`config.mk`:
```
export PLATFORM = sky130hd
export DESIGN_NAME = labeled_region_statistics
export DESIGN_NICKNAME = d
export VERILOG_FILES = /design/src/rtl/lrs_pkg.sv /design/src/rtl/labeled_region_statistics.sv /design/src/rtl/lrs_div.sv /design/src/rtl/lrs_dp.sv /design/src/rtl/lrs_ctrl.sv
export SDC_FILE = /design/constraint.sdc
export NUM_CORES = 1
export LEC_CHECK = 0
export ABC_CLOCK_PERIOD_IN_PS = 6950
export BUFFER_PORTS_ARGS = -buffer_cell sky130_fd_sc_hd__buf_2
export CORE_MARGIN = 10
export CORE_UTILIZATION = 38
export CTS_BUF_LIST = sky130_fd_sc_hd__clkbuf_8
export DETAILED_ROUTE_END_ITERATION = 8
export HOLD_SLACK_MARGIN = 0.05
export PLACE_DENSITY = 0.63
export SETUP_SLACK_MARGIN = 0.2
export SLEW_MARGIN = 10
export SYNTH_ARGS = -nofsm -noshare
export SYNTH_HDL_FRONTEND = slang
export SYNTH_SLANG_ARGS = --single-unit
```
`constraint.sdc`:
```
create_clock -name aclk -period 6.95 [get_ports aclk]
set_clock_uncertainty 0.15 [all_clocks]
set_input_delay 1.0425 -clock aclk [delete_from_list [all_inputs] [get_ports aclk]]
set_output_delay 1.0425 -clock aclk [all_outputs]
set_load 0.02 [all_outputs]
```
`src/rtl/lrs_pkg.sv`:
```
// Shared types and constants for the labeled region statistics block.
package lrs_pkg;

    // Field and accumulator widths
    localparam int unsigned COORD_W = 10;
    localparam int unsigned LABEL_W = 8;
    localparam int unsigned DIM_W   = 11;
    localparam int unsigned CNT_W   = 21;
    localparam int unsigned SUM_W   = 31;
    localparam int unsigned CFG_W   = 11;
    localparam int unsigned IDX_W   = 2;

    // Packed stream widths
    localparam int unsigned S_DATA_W = 32;
    localparam int unsigned M_DATA_W = 96;

    // Saturation limits
    localparam logic [CNT_W-1:0]   CNT_MAX   = '1;
    localparam logic [SUM_W-1:0]   SUM_MAX   = '1;
    localparam logic [COORD_W-1:0] COORD_MAX = '1;

    // Configuration register indexes
    localparam logic [IDX_W-1:0] REG_TARGET_LABEL = 2'd0;
    localparam logic [IDX_W-1:0] REG_REGION_COUNT = 2'd1;
    localparam logic [IDX_W-1:0] REG_IMAGE_WIDTH  = 2'd2;
    localparam logic [IDX_W-1:0] REG_IMAGE_HEIGHT = 2'd3;

    // Division jobs run on the shared divider
    localparam logic [1:0] OP_CX  = 2'd0;
    localparam logic [1:0] OP_CY  = 2'd1;
    localparam logic [1:0] OP_AVG = 2'd2;

    // Size and orientation classes
    localparam logic [1:0] SIZE_SMALL  = 2'd0;
    localparam logic [1:0] SIZE_MEDIUM = 2'd1;
    localparam logic [1:0] SIZE_LARGE  = 2'd2;
    localparam logic [1:0] ORIENT_TALL = 2'd0;
    localparam logic [1:0] ORIENT_WIDE = 2'd1;
    localparam logic [1:0] ORIENT_SYM  = 2'd2;
    localparam logic       SHAPE_SQUARE = 1'b0;
    localparam logic       SHAPE_RECT   = 1'b1;

    // Controller to datapath commands
    typedef struct packed {
        logic       pix_en;
        logic       div_start;
        logic       q_load;
        logic [1:0] op;
        logic       emit;
    } lrs_cmd_t;

    // Datapath to controller status
    typedef struct packed {
        logic div_done;
        logic out_free;
    } lrs_sts_t;

endpackage

```
`src/rtl/labeled_region_statistics.sv`:
```
// Measures one labeled region of a streamed map: area, centroid, box and size classes.
//
// Input stream (s_): one pixel per item, column, row and label in s_tdata, s_tlast marks
// the final pixel of the map. Pixels are taken one per cycle while accumulating.
// Result stream (m_): one item per map carrying area, centroid, bounding box, shape,
// size and orientation classes and an empty flag.
// Configuration: cfg_we writes cfg_wdata into register cfg_addr (0 target label,
// 1 region count, 2 image width, 3 image height); write only while the block is idle.
// After the last pixel the shared bit-serial divider runs three divisions: centroid
// column, centroid row and average region size. s_tready stays low while they run.
// The result sits in an output register; once loaded the accumulators clear and the
// next map streams in even while the receiver stalls. If a second result is ready
// before the first is taken, the block holds with s_tready low until m_tready.
// Reset (aresetn low, synchronous) restores register defaults and clears all sums.
module labeled_region_statistics
    import lrs_pkg::*;
#(
    parameter int unsigned MAX_DIM = 1024
)
(
    input  logic                aclk,
    input  logic                aresetn,
    // config write port
    input  logic                cfg_we,
    input  logic [IDX_W-1:0]    cfg_addr,
    input  logic [CFG_W-1:0]    cfg_wdata,
    // pixel stream
    input  logic                s_tvalid,
    output logic                s_tready,
    // pixel_x [9:0], pixel_y [19:10], pixel_label [27:20], zero fill [31:28]
    input  logic [S_DATA_W-1:0] s_tdata,
    input  logic                s_tlast,
    // result stream
    output logic                m_tvalid,
    input  logic                m_tready,
    // region_area [20:0], center_x [30:21], center_y [40:31], box_left [51:41],
    // box_top [62:52], box_right [72:63], box_bottom [82:73], shape_code [83],
    // size_code [85:84], orient_code [87:86], empty_region [88], zero fill [95:89]
    output logic [M_DATA_W-1:0] m_tdata
);

    lrs_cmd_t cmd;
    lrs_sts_t sts;

    lrs_ctrl u_ctrl (
        .aclk     (aclk),
        .aresetn  (aresetn),
        .s_tvalid (s_tvalid),
        .s_tlast  (s_tlast),
        .s_tready (s_tready),
        .sts      (sts),
        .cmd      (cmd)
    );

    lrs_dp #(
        .MAX_DIM (MAX_DIM)
    ) u_dp (
        .aclk      (aclk),
        .aresetn   (aresetn),
        .cfg_we    (cfg_we),
        .cfg_addr  (cfg_addr),
        .cfg_wdata (cfg_wdata),
        .s_tdata   (s_tdata),
        .cmd       (cmd),
        .sts       (sts),
        .m_tvalid  (m_tvalid),
        .m_tready  (m_tready),
        .m_tdata   (m_tdata)
    );

endmodule

```
`src/rtl/lrs_div.sv`:
```
// Iterative restoring divider, one quotient bit per cycle.
module lrs_div
    import lrs_pkg::*;
(
    input  logic             aclk,
    input  logic             aresetn,
    input  logic             start,
    input  logic [SUM_W-1:0] dividend,
    input  logic [CNT_W-1:0] divisor,
    output logic             done,
    output logic [SUM_W-1:0] quotient
);

    localparam int unsigned STEP_W = $clog2(SUM_W);
    localparam logic [STEP_W-1:0] LAST_STEP = STEP_W'(SUM_W - 1);

    logic              busy_reg, busy_next;
    logic              done_reg, done_next;
    logic [STEP_W-1:0] step_reg, step_next;
    logic [SUM_W-1:0]  quo_reg, quo_next;
    logic [CNT_W-1:0]  rem_reg, rem_next;
    logic [CNT_W-1:0]  dvs_reg, dvs_next;
    logic [CNT_W:0]    shifted;
    logic [CNT_W+1:0]  diff;

    // One trial subtraction per step
    always_comb begin
        shifted   = {rem_reg, quo_reg[SUM_W-1]};
        diff      = {1'b0, shifted} - {2'b00, dvs_reg};
        busy_next = busy_reg;
        step_next = step_reg;
        quo_next  = quo_reg;
        rem_next  = rem_reg;
        dvs_next  = dvs_reg;
        done_next = 1'b0;
        if (start) begin
            busy_next = 1'b1;
            step_next = '0;
            quo_next  = dividend;
            rem_next  = '0;
            dvs_next  = divisor;
        end else if (busy_reg) begin
            quo_next = {quo_reg[SUM_W-2:0], ~diff[CNT_W+1]};
            rem_next = diff[CNT_W+1] ? shifted[CNT_W-1:0] : diff[CNT_W-1:0];
            step_next = step_reg + 1'b1;
            if (step_reg == LAST_STEP) begin
                busy_next = 1'b0;
                done_next = 1'b1;
            end
        end
    end

    // Control state
    always_ff @(posedge aclk) begin
        if (!aresetn) begin
            busy_reg <= 1'b0;
            done_reg <= 1'b0;
            step_reg <= '0;
        end else begin
            busy_reg <= busy_next;
            done_reg <= done_next;
            step_reg <= step_next;
        end
    end

    // Operands
    always_ff @(posedge aclk) begin
        quo_reg <= quo_next;
        rem_reg <= rem_next;
        dvs_reg <= dvs_next;
    end

    assign done     = done_reg;
    assign quotient = quo_reg;

endmodule

```
`src/rtl/lrs_dp.sv`:
```
// Datapath: configuration, accumulators, divider operands, classification, result register.
module lrs_dp
    import lrs_pkg::*;
#(
    parameter int unsigned MAX_DIM = 1024
)
(
    input  logic                aclk,
    input  logic                aresetn,
    input  logic                cfg_we,
    input  logic [IDX_W-1:0]    cfg_addr,
    input  logic [CFG_W-1:0]    cfg_wdata,
    input  logic [S_DATA_W-1:0] s_tdata,
    input  lrs_cmd_t            cmd,
    output lrs_sts_t            sts,
    output logic                m_tvalid,
    input  logic                m_tready,
    output logic [M_DATA_W-1:0] m_tdata
);

    localparam logic [DIM_W-1:0] DIM_RST = DIM_W'(MAX_DIM);

    // Configuration
    logic [LABEL_W-1:0] target_reg;
    logic [LABEL_W-1:0] regions_reg;
    logic [DIM_W-1:0]   width_reg;
    logic [DIM_W-1:0]   height_reg;

    // Accumulators
    logic [CNT_W-1:0]   count_reg, count_next;
    logic [SUM_W-1:0]   colsum_reg, colsum_next;
    logic [SUM_W-1:0]   rowsum_reg, rowsum_next;
    logic [DIM_W-1:0]   mincol_reg, mincol_next;
    logic [DIM_W-1:0]   minrow_reg, minrow_next;
    logic [COORD_W-1:0] maxcol_reg, maxcol_next;
    logic [COORD_W-1:0] maxrow_reg, maxrow_next;
    logic [CNT_W-1:0]   nonzero_reg, nonzero_next;

    // Quotients
    logic [COORD_W-1:0] cx_reg;
    logic [COORD_W-1:0] cy_reg;
    logic [CNT_W-1:0]   avg_reg;

    // Result register
    logic                m_valid_reg;
    logic [M_DATA_W-1:0] m_data_reg;

    logic [COORD_W-1:0] px, py;
    logic [LABEL_W-1:0] plabel;
    logic               hit, empty;
    logic [SUM_W:0]     colsum_add, rowsum_add;

    logic [SUM_W-1:0]   dividend;
    logic [CNT_W-1:0]   divisor;
    logic [LABEL_W-1:0] regions_eff;
    logic               div_done;
    logic [SUM_W-1:0]   quotient;
    logic [COORD_W-1:0] quo_sat;

    logic [DIM_W-1:0]   box_w, box_h;
    logic [DIM_W+3:0]   w13, w10, h13, h10;
    logic               shape;
    logic [1:0]         orient, size;
    logic [CNT_W:0]     twice_area;
    logic [CNT_W+1:0]   three_avg;
    logic [COORD_W-1:0] res_cx, res_cy;

    assign px     = s_tdata[COORD_W-1:0];
    assign py     = s_tdata[2*COORD_W-1:COORD_W];
    assign plabel = s_tdata[2*COORD_W+LABEL_W-1:2*COORD_W];
    assign hit    = (plabel == target_reg);
    assign empty  = (count_reg == '0);

    // Configuration writes
    always_ff @(posedge aclk) begin
        if (!aresetn) begin
            target_reg  <= LABEL_W'(1);
            regions_reg <= LABEL_W'(27);
            width_reg   <= DIM_RST;
            height_reg  <= DIM_RST;
        end else if (cfg_we) begin
            unique case (cfg_addr)
                REG_TARGET_LABEL: target_reg  <= cfg_wdata[LABEL_W-1:0];
                REG_REGION_COUNT: regions_reg <= cfg_wdata[LABEL_W-1:0];
                REG_IMAGE_WIDTH:  width_reg   <= cfg_wdata[DIM_W-1:0];
                REG_IMAGE_HEIGHT: height_reg  <= cfg_wdata[DIM_W-1:0];
                default: ;
            endcase
        end
    end

    // Accumulate one pixel, reload box edges on size writes while the region is empty, clear after a result
    always_comb begin
        colsum_add   = {1'b0, colsum_reg} + {{(SUM_W+1-COORD_W){1'b0}}, px};
        rowsum_add   = {1'b0, rowsum_reg} + {{(SUM_W+1-COORD_W){1'b0}}, py};
        count_next   = count_reg;
        colsum_next  = colsum_reg;
        rowsum_next  = rowsum_reg;
        mincol_next  = mincol_reg;
        minrow_next  = minrow_reg;
        maxcol_next  = maxcol_reg;
        maxrow_next  = maxrow_reg;
        nonzero_next = nonzero_reg;
        if (cmd.emit) begin
            count_next   = '0;
            colsum_next  = '0;
            rowsum_next  = '0;
            mincol_next  = width_reg;
            minrow_next  = height_reg;
            maxcol_next  = '0;
            maxrow_next  = '0;
            nonzero_next = '0;
        end else if (cmd.pix_en) begin
            if (hit) begin
                if (count_reg != CNT_MAX) count_next = count_reg + 1'b1;
                colsum_next = colsum_add[SUM_W] ? SUM_MAX : colsum_add[SUM_W-1:0];
                rowsum_next = rowsum_add[SUM_W] ? SUM_MAX : rowsum_add[SUM_W-1:0];
                if ({1'b0, px} < mincol_reg) mincol_next = {1'b0, px};
                if ({1'b0, py} < minrow_reg) minrow_next = {1'b0, py};
                if (px > maxcol_reg) maxcol_next = px;
                if (py > maxrow_reg) maxrow_next = py;
            end
            if ((plabel != '0) && (nonzero_reg != CNT_MAX)) nonzero_next = nonzero_reg + 1'b1;
        end else if (cfg_we && empty) begin
            if (cfg_addr == REG_IMAGE_WIDTH)  mincol_next = cfg_wdata[DIM_W-1:0];
            if (cfg_addr == REG_IMAGE_HEIGHT) minrow_next = cfg_wdata[DIM_W-1:0];
        end
    end

    always_ff @(posedge aclk) begin
        if (!aresetn) begin
            count_reg   <= '0;
            colsum_reg  <= '0;
            rowsum_reg  <= '0;
            mincol_reg  <= DIM_RST;
            minrow_reg  <= DIM_RST;
            maxcol_reg  <= '0;
            maxrow_reg  <= '0;
            nonzero_reg <= '0;
        end else begin
            count_reg   <= count_next;
            colsum_reg  <= colsum_next;
            rowsum_reg  <= rowsum_next;
            mincol_reg  <= mincol_next;
            minrow_reg  <= minrow_next;
            maxcol_reg  <= maxcol_next;
            maxrow_reg  <= maxrow_next;
            nonzero_reg <= nonzero_next;
        end
    end

    // Divider operands; a region count of zero divides by one
    assign regions_eff = (regions_reg == '0) ? LABEL_W'(1) : regions_reg;

    always_comb begin
        unique case (cmd.op)
            OP_CX: begin
                dividend = colsum_reg;
                divisor  = count_reg;
            end
            OP_CY: begin
                dividend = rowsum_reg;
                divisor  = count_reg;
            end
            default: begin
                dividend = {{(SUM_W-CNT_W){1'b0}}, nonzero_reg};
                divisor  = {{(CNT_W-LABEL_W){1'b0}}, regions_eff};
            end
        endcase
    end

    lrs_div u_div (
        .aclk     (aclk),
        .aresetn  (aresetn),
        .start    (cmd.div_start),
        .dividend (dividend),
        .divisor  (divisor),
        .done     (div_done),
        .quotient (quotient)
    );

    // Capture quotients, centroid saturates at the top coordinate
    assign quo_sat = (quotient[SUM_W-1:COORD_W] != '0) ? COORD_MAX : quotient[COORD_W-1:0];

    always_ff @(posedge aclk) begin
        if (cmd.q_load) begin
            unique case (cmd.op)
                OP_CX:   cx_reg  <= quo_sat;
                OP_CY:   cy_reg  <= quo_sat;
                default: avg_reg <= quotient[CNT_W-1:0];
            endcase
        end
    end

    // Shape and orientation by 13/10 cross products
    always_comb begin
        box_w = ({1'b0, maxcol_reg} >= mincol_reg) ? ({1'b0, maxcol_reg} - mincol_reg) : '0;
        box_h = ({1'b0, maxrow_reg} >= minrow_reg) ? ({1'b0, maxrow_reg} - minrow_reg) : '0;
        w13   = (DIM_W+4)'(box_w) * (DIM_W+4)'(13);
        w10   = (DIM_W+4)'(box_w) * (DIM_W+4)'(10);
        h13   = (DIM_W+4)'(box_h) * (DIM_W+4)'(13);
        h10   = (DIM_W+4)'(box_h) * (DIM_W+4)'(10);
        if (empty) begin
            orient = ORIENT_SYM;
            shape  = SHAPE_SQUARE;
        end else if (w13 < h10) begin
            orient = ORIENT_TALL;
            shape  = SHAPE_RECT;
        end else if (w10 > h13) begin
            orient = ORIENT_WIDE;
            shape  = SHAPE_RECT;
        end else begin
            orient = ORIENT_SYM;
            shape  = SHAPE_SQUARE;
        end
    end

    // Size against half and one and a half of the average
    always_comb begin
        twice_area = {count_reg, 1'b0};
        three_avg  = {1'b0, avg_reg, 1'b0} + {2'b00, avg_reg};
        priority if ({1'b0, twice_area} <= {1'b0, avg_reg, 1'b0} - {2'b00, avg_reg}) begin
            size = SIZE_SMALL;
        end else if ({1'b0, twice_area} >= three_avg) begin
            size = SIZE_LARGE;
        end else begin
            size = SIZE_MEDIUM;
        end
    end

    assign res_cx = empty ? '0 : cx_reg;
    assign res_cy = empty ? '0 : cy_reg;

    // Result register, refilled as soon as the receiver takes the item
    always_ff @(posedge aclk) begin
        if (!aresetn) begin
            m_valid_reg <= 1'b0;
        end else if (cmd.emit) begin
            m_valid_reg <= 1'b1;
        end else if (m_tready) begin
            m_valid_reg <= 1'b0;
        end
    end

    always_ff @(posedge aclk) begin
        if (cmd.emit) begin
            m_data_reg <= {7'b0, empty, orient, size, shape, maxrow_reg, maxcol_reg,
                           minrow_reg, mincol_reg, res_cy, res_cx, count_reg};
        end
    end

    assign sts.div_done = div_done;
    assign sts.out_free = !m_valid_reg || m_tready;
    assign m_tvalid     = m_valid_reg;
    assign m_tdata      = m_data_reg;

endmodule

```
`src/rtl/lrs_ctrl.sv`:
```
// Controller: accepts pixels, sequences the three divisions, hands off the result.
module lrs_ctrl
    import lrs_pkg::*;
(
    input  logic     aclk,
    input  logic     aresetn,
    input  logic     s_tvalid,
    input  logic     s_tlast,
    output logic     s_tready,
    input  lrs_sts_t sts,
    output lrs_cmd_t cmd
);

    localparam logic [1:0] ST_ACCUM  = 2'd0;
    localparam logic [1:0] ST_DSTART = 2'd1;
    localparam logic [1:0] ST_DWAIT  = 2'd2;
    localparam logic [1:0] ST_EMIT   = 2'd3;

    logic [1:0] state_reg, state_next;
    logic [1:0] op_reg, op_next;

    // Next state and commands
    always_comb begin
        state_next = state_reg;
        op_next    = op_reg;
        cmd        = '0;
        cmd.op     = op_reg;
        s_tready   = (state_reg == ST_ACCUM);
        unique case (state_reg)
            ST_ACCUM: begin
                if (s_tvalid) begin
                    cmd.pix_en = 1'b1;
                    if (s_tlast) begin
                        state_next = ST_DSTART;
                        op_next    = OP_CX;
                    end
                end
            end
            ST_DSTART: begin
                cmd.div_start = 1'b1;
                state_next    = ST_DWAIT;
            end
            ST_DWAIT: begin
                if (sts.div_done) begin
                    cmd.q_load = 1'b1;
                    if (op_reg == OP_AVG) begin
                        state_next = ST_EMIT;
                    end else begin
                        state_next = ST_DSTART;
                        op_next    = op_reg + 2'd1;
                    end
                end
            end
            ST_EMIT: begin
                if (sts.out_free) begin
                    cmd.emit   = 1'b1;
                    state_next = ST_ACCUM;
                end
            end
            default: state_next = ST_ACCUM;
        endcase
    end

    always_ff @(posedge aclk) begin
        if (!aresetn) begin
            state_reg <= ST_ACCUM;
            op_reg    <= OP_CX;
        end else begin
            state_reg <= state_next;
            op_reg    <= op_next;
        end
    end

endmodule

```
==> run_results.csv, run 1 <==
group,metric,value,unit
logic_synthesis,async_flop_share,0,%
floorplanning,ioPinCount,149,
global_routing,grt_pass1_vias,19592,
logic_synthesis,ys_warn_count,0,
detailed_routing,drt-total-wl,69000,um
sta,worst_pin_slew,1.14,ns
cts,clock-sinks,399,
critical_path,cp_slowest_cell,"fa_1",
cts,cts_buffer_depth,3,
sta,fin_crit_sh,92.4,%
critical_path,cp-start-kind,"register",
floorplanning,die_h,280,um
floorplanning,coreArea,0.0672,mm^2
cts,numCtsBuffers,73,
finish,layout_commonest_cell,"ha_1",
sta,relSlewSlack,23.2,%
detailed_routing,detail_route.wl_per_cell,17.7,um
critical_path,crit_required,7.21,ns
critical_path,end_kind,"register",
detailed_routing,route.detailed.drc,0,
logic_synthesis,netlist_instances,2801,
worst_hold_path,min_from,"u_dp.minrow_reg[8]$_SDFFE_PN0P_",
logic_synthesis,yosys.area.top_type,"edfxtp_1",
critical_path,crit_start,"u_dp.minrow_reg[4]$_SDFFE_PN0P_",
sta,period_minus_slack,6.42,ns
pwr,peakVddDrop,0.121,mV
finish,drive_gt1_share,11.2,%
placed_design,dp_hpwl,51200,um
cts,insertion_delay,0.67,ns
sta,whs,0.281,ns
floorplanning,initial_core_util,38.3,%
critical_path,worstPathArrival,6.68,ns
critical_path,reg2reg_from,"u_dp.minrow_reg[4]$_SDFFE_PN0P_",
worst_hold_path,hold_path.class,"register to register",
finish,area_growth,12.9,%
placed_design,portBuffers,137,
finish,n_fill_cell,6555,
logic_synthesis,synthesis.area,0.0257,mm^2
sta,setup_viol,0,
logic_synthesis,yosysUniqueCellTypes,82,
global_routing,grt_max_degree,76,
floorplanning,die_w,280,um
critical_path,path_max_fanout,5,
cts,cts_hold_buf,0,
finish,nNetsFinal,3338,
finish,largest_register_ffs,89,
floorplanning,die-area,0.0785,mm^2
pwr,power_density,202,mW/mm^2
job,maxCapViolations,0,
detailed_routing,vias,20414,
global_routing,grt-ovfl-total,0,
sta,fmax,156,MHz
cts,cts_root_buf,"clkbuf_8",
outcome,status,"finished clean",
detailed_routing,viasPerCell,5.24,
floorplanning,row_count,95,
sta,hold_viol_final,0,
cts,cts_tree,"done",
global_routing,antenna_found_initial,4,
detailed_routing,drtAntennaViolNets,0,
pwr,total_leakage_power,12.8,nW
finish,layout_common_cells,"ha_1 (303), nor2_1 (280), inv_1 (247), a21oi_1 (229), dfxtp_1 (215)",
cts,clk_pin_slew_worst_paths,0.06,ns
critical_path,path_class,"register to register",
sta,rsz0062_at_grt,"no",
sta,timing.final.max_slew_violations,0,
logic_synthesis,synth_top_area_share,21.3,%
logic_synthesis,syn_avg_cell_area,9.18,um^2
logic_synthesis,ys_ff_latch,399,
sta,fin_tns_setup,0,ns
detailed_routing,firstDrtPassIters,7,
logic_synthesis,yosys-top-cells-area,"edfxtp_1 (21%), dfxtp_1 (17%), ha_1 (15%)",
logic_synthesis,yosysSeqAreaShare,38.1,%
global_routing,grt_usage,17.3,%
detailed_routing,drt_iter0_markers,1228,
global_routing,grt_first_pass_wirelength,109000,um
placed_design,gp_congestion,0.851,
cts,cts_max_level,3,
critical_path,cp_slowest_stage_delay,0.50,ns
logic_synthesis,synth_flop_cell,"dfxtp_1",
logic_synthesis,synth-edff-count,182,
-- critical path: cells and delay by family, from the launching register on --
| family | cells | cell delay (ns) |
|---|---|---|
| AO/OA/AOI/OAI | 14 | 2.62 |
| adder cells (fa/ha/maj) | 5 | 1.59 |
| AND/OR/NAND/NOR | 7 | 1.07 |
| flip-flops | 1 | 0.32 |
| buffers and inverters | 4 | 0.26 |
| XOR/XNOR | 1 | 0.14 |
-- layout make-up --
| type | count | area, um^2 | share of cell area [%] |
|---|---|---|---|
| Multi-Input combinational cell | 2088 | 14800 | 51.1 |
| Sequential cell | 399 | 9810 | 33.8 |
| Clock buffer | 81 | 1110 | 3.84 |
| Tap cell | 873 | 1090 | 3.76 |
| Timing Repair Buffer | 174 | 963 | 3.32 |
| Inverter | 221 | 830 | 2.86 |
| Clock inverter | 55 | 370 | 1.28 |
| Antenna cell | 3 | 7.51 | 0.0259 |
-- per-layer routing --
metal  up-vias  global-route usage, %  share of wire (%)
met3        89                   3.23                5.7
met4         6                   4.91                2.0
met5         -                      0              0.081
met1      9618                   23.8                 48
met2       441                   27.1                 44
li1      10260                      -                  -
-- timing repair --
item                       in CTS  in global routing
resized for setup               3                 22
cloned                          0                  0
pin swaps                       0                  9
setup endpoints to repair       3                  3
buffers inserted                0                  5
-- Yosys cell counts, types with 19 or more instances --
cell	count
dfxtp_1	217
a211oi_1	19
nand2_1	207
nand4_1	33
mux2i_1	61
inv_1	221
nand3_1	66
nor3_1	49
nor2b_1	60
edfxtp_1	182
a22oi_1	22
xor2_1	68
a31oi_1	30
xnor2_1	101
a21o_1	65
clkbuf_1	72
a21oi_1	233
o21ai_0	136
fa_1	24
nor4_1	22
ha_1	306
and2_1	20
nor2_1	282
and3_1	27
nand2b_1	43
-- power by group --
part	switching [W]	leakage [nW]	internal, W
Combinational	0.000567	8.48	0.000407
Clock	0.00106	0.878	0.00124
Sequential	0.0000657	3.47	0.00253
-- stage by stage --
step,worst slack (ns),util (%),cells,instance area [um^2],power (W)
global placement,0.0919,40.8,3750,27400,0.00358
global route,0.116,43.2,3894,29000,0.00617
floorplan,0.472,-,2807,25700,0.00334
detailed placement,0.0386,40.8,3750,27400,0.00359
CTS,0.249,43.0,3886,28900,0.00591
finish,0.528,43.2,3894,29000,0.00587
-- logic make-up (layout without fill, tap and decap cells) --
group | after synthesis | after routing | share of synthesized area, %
compound gates | 636 | 636 | 15.3
xor+xnor | 169 | 169 | 5.76
fa+ha+maj | 330 | 330 | 16.8
buf+inv | 320 | 531 | 4.88
flops | 399 | 399 | 38.1
mux | 67 | 67 | 2.64
other cells | 1 | 10 | 0.0146
simple gates | 879 | 879 | 16.5
-- final timing paths --
| path | depth (start not counted) | end | slack (ns) |
|---|---|---|---|
| max | 31 | u_dp.m_tdata[87]$_SDFFCE_PP1P_ | 0.53 |
| min | 0 | u_dp.m_tdata[60]$_DFFE_PP_ | 0.28 |
| max reg2reg | 31 | u_dp.m_tdata[87]$_SDFFCE_PP1P_ | 0.53 |
| min reg2reg | 0 | u_dp.m_tdata[60]$_DFFE_PP_ | 0.28 |
Note: power is estimated with default switching activity, not from simulation.
==> run 2, diff against run 1 <==
--- a/config.mk
+++ b/config.mk
@@ -5,14 +5,14 @@
 export SDC_FILE = /design/constraint.sdc
 export NUM_CORES = 1
 export LEC_CHECK = 0
-export ABC_CLOCK_PERIOD_IN_PS = 6950
+export ABC_CLOCK_PERIOD_IN_PS = 8200
 export BUFFER_PORTS_ARGS = -buffer_cell sky130_fd_sc_hd__buf_2
 export CORE_MARGIN = 10
 export CORE_UTILIZATION = 38
 export CTS_BUF_LIST = sky130_fd_sc_hd__clkbuf_8
 export DETAILED_ROUTE_END_ITERATION = 8
 export HOLD_SLACK_MARGIN = 0.05
-export PLACE_DENSITY = 0.63
+export PLACE_DENSITY = 0.61
 export SETUP_SLACK_MARGIN = 0.2
 export SLEW_MARGIN = 10
 export SYNTH_ARGS = -nofsm -noshare
==> constraint.sdc (replaced) <==
create_clock -name aclk -period 8.2 [get_ports aclk]
set_clock_uncertainty 0.15 [all_clocks]
set_input_delay 1.23 -clock aclk [delete_from_list [all_inputs] [get_ports aclk]]
set_output_delay 1.23 -clock aclk [all_outputs]
set_load 0.02 [all_outputs]
==> run_results.csv, run 2 (synthesized netlist as in run 1, its figures left out) <==
group,metric,value,unit
detailed_routing,route.detailed.drc,0,
finish,layout_commonest_cell,"ha_1",
sta,fin_tns_setup,0,ns
sta,hold_viol_final,0,
sta,setup_viol,0,
job,maxCapViolations,0,
floorplanning,die-area,0.0785,mm^2
pwr,clkPwrFrac,39.2,%
floorplanning,initial_core_util,38.3,%
critical_path,cp-start-kind,"register",
cts,cts_setup_buffers,0,
pwr,peakVddDrop,0.0922,mV
outcome,status,"finished clean",
critical_path,cp_slowest_stage_delay,0.55,ns
placed_design,place_ws,0.991,ns
finish,instances_no_fill,3879,
pwr,pwr-share-comb,16.4,%
sta,timing.final.max_slew_violations,0,
detailed_routing,drt-total-wl,69400,um
sta,fmax,140,MHz
cts,clock-sinks,399,
cts,clk_pin_slew_worst_paths,0.06,ns
critical_path,cp_top_family,"compound AO/OA/AOI/OAI gates",
critical_path,cp_slowest_cell,"fa_1",
detailed_routing,viasPerCell,5.24,
pwr,switchingPower,0.00146,W
pwr,intPower,0.00349,W
sta,setup_ws,1.07,ns
cts,numCtsBuffers,74,
global_routing,grt_usage,17.5,%
sta,worst_pin_slew,1.13,ns
floorplanning,coreArea,0.0672,mm^2
cts,cts_root_buf,"clkbuf_8",
critical_path,crit_required,8.49,ns
finish,nNetsFinal,3324,
cts,cts_max_level,3,
placed_design,portBuffers,137,
sta,relSlewSlack,23.9,%
floorplanning,ioPinCount,149,
global_routing,antenna_found_initial,1,
pwr,total_leakage_power,12.7,nW
critical_path,path_class,"register to register",
finish,layout_common_cells,"ha_1 (306), nor2_1 (279), inv_1 (233), a21oi_1 (233), dfxtp_1 (217)",
pwr,switching_share,29.5,%
floorplanning,row_count,95,
critical_path,path_max_fanout,5,
sta,rsz0062_at_grt,"no",
detailed_routing,vias,20322,
finish,n_fill_cell,6588,
placed_design,dp_cells,3740,
cts,cts_tree,"done",
critical_path,end_kind,"register",
critical_path,worst-path-buf-inv,4,
detailed_routing,firstDrtPassIters,5,
global_routing,grt_max_degree,137,
detailed_routing,detail_route.wl_per_cell,17.9,um
cts,insertion_delay,0.68,ns
placed_design,dp_hpwl,51700,um
critical_path,critPathMostFrequentCell,"a21oi_1",
detailed_routing,drtAntennaViolNets,0,
sta,fin_crit_sh,86.9,%
finish,drive_gt1_share,10.5,%
pwr,power_density,172,mW/mm^2
global_routing,grt_first_pass_wirelength,109000,um
cts,cts_buffer_depth,3,
floorplanning,die_h,280,um
sta,period_minus_slack,7.13,ns
detailed_routing,drt_iter0_markers,1465,
floorplanning,die_w,280,um
global_routing,grt_pass1_vias,19596,
global_routing,grt-ovfl-total,0,
finish,area_growth,12.0,%
pwr,p_seq_share,44.3,%
worst_hold_path,hold_path.class,"register to register",
placed_design,gp_congestion,0.844,
critical_path,worstPathArrival,7.42,ns
finish,largest_register_ffs,89,
[run 2: layout make-up]
type	count	area (um^2)	share of cell area (%)
multi-input cells	2088	14700	51.1
diodes	1	2.50	0.00869
flip-flops and latches	399	9810	34.1
inverters	221	830	2.88
well taps	873	1090	3.79
clock buffers	84	1160	4.01
repair buffers	159	863	3.00
clock inverters	54	327	1.13
[run 2: routing by layer]
metal	up-vias	wire, um	share of wire (%)	global-route usage [%]
li1	10225	-	-	-
met1	9484	33000	48	23.8
met2	509	30500	44	27.2
met3	104	4220	6.1	3.30
met4	0	1720	2.5	5.97
met5	-	0	0	0
[run 2: per-stage QoR]
stage	total power, W	utilization, %	hold WS [ns]	instance area (um^2)
detailed placement	0.00305	40.7	0.267	27300
global placement	0.00304	40.7	0.264	27300
CTS	0.00501	42.9	0.274	28800
finish	0.00496	42.9	0.271	28800
global route	0.00521	42.9	0.302	28800
floorplan	0.00283	-	0.258	25700
[run 2: final timing paths]
path,startpoint,end,slack [ns],cells after the start
setup / recovery,u_dp.minrow_reg[1]$_SDFFE_PN0P_,u_dp.m_tdata[87]$_SDFFCE_PP1P_,1.07,31
hold / removal,u_dp.minrow_reg[1]$_SDFFE_PN0P_,u_dp.m_tdata[53]$_DFFE_PP_,0.27,0
setup reg to reg,u_dp.minrow_reg[1]$_SDFFE_PN0P_,u_dp.m_tdata[87]$_SDFFCE_PP1P_,1.07,31
hold reg to reg,u_dp.minrow_reg[1]$_SDFFE_PN0P_,u_dp.m_tdata[53]$_DFFE_PP_,0.27,0
[run 2: repair_timing]
action	in CTS	in global routing
endpoints found under the setup margin	0	1
hold buffers	0	0
gates resized for setup	0	1
[run 2: power by group through the flow]
stage,Combinational [W],Clock [W],Sequential [W]
detailed placement,0.000806,0,0.00224
global placement,0.000799,0,0.00224
floorplan,0.000610,0,0.00222
finish,0.000815,0.00194,0.00220
CTS,0.000812,0.00200,0.00220
global route,0.000919,0.00209,0.00221
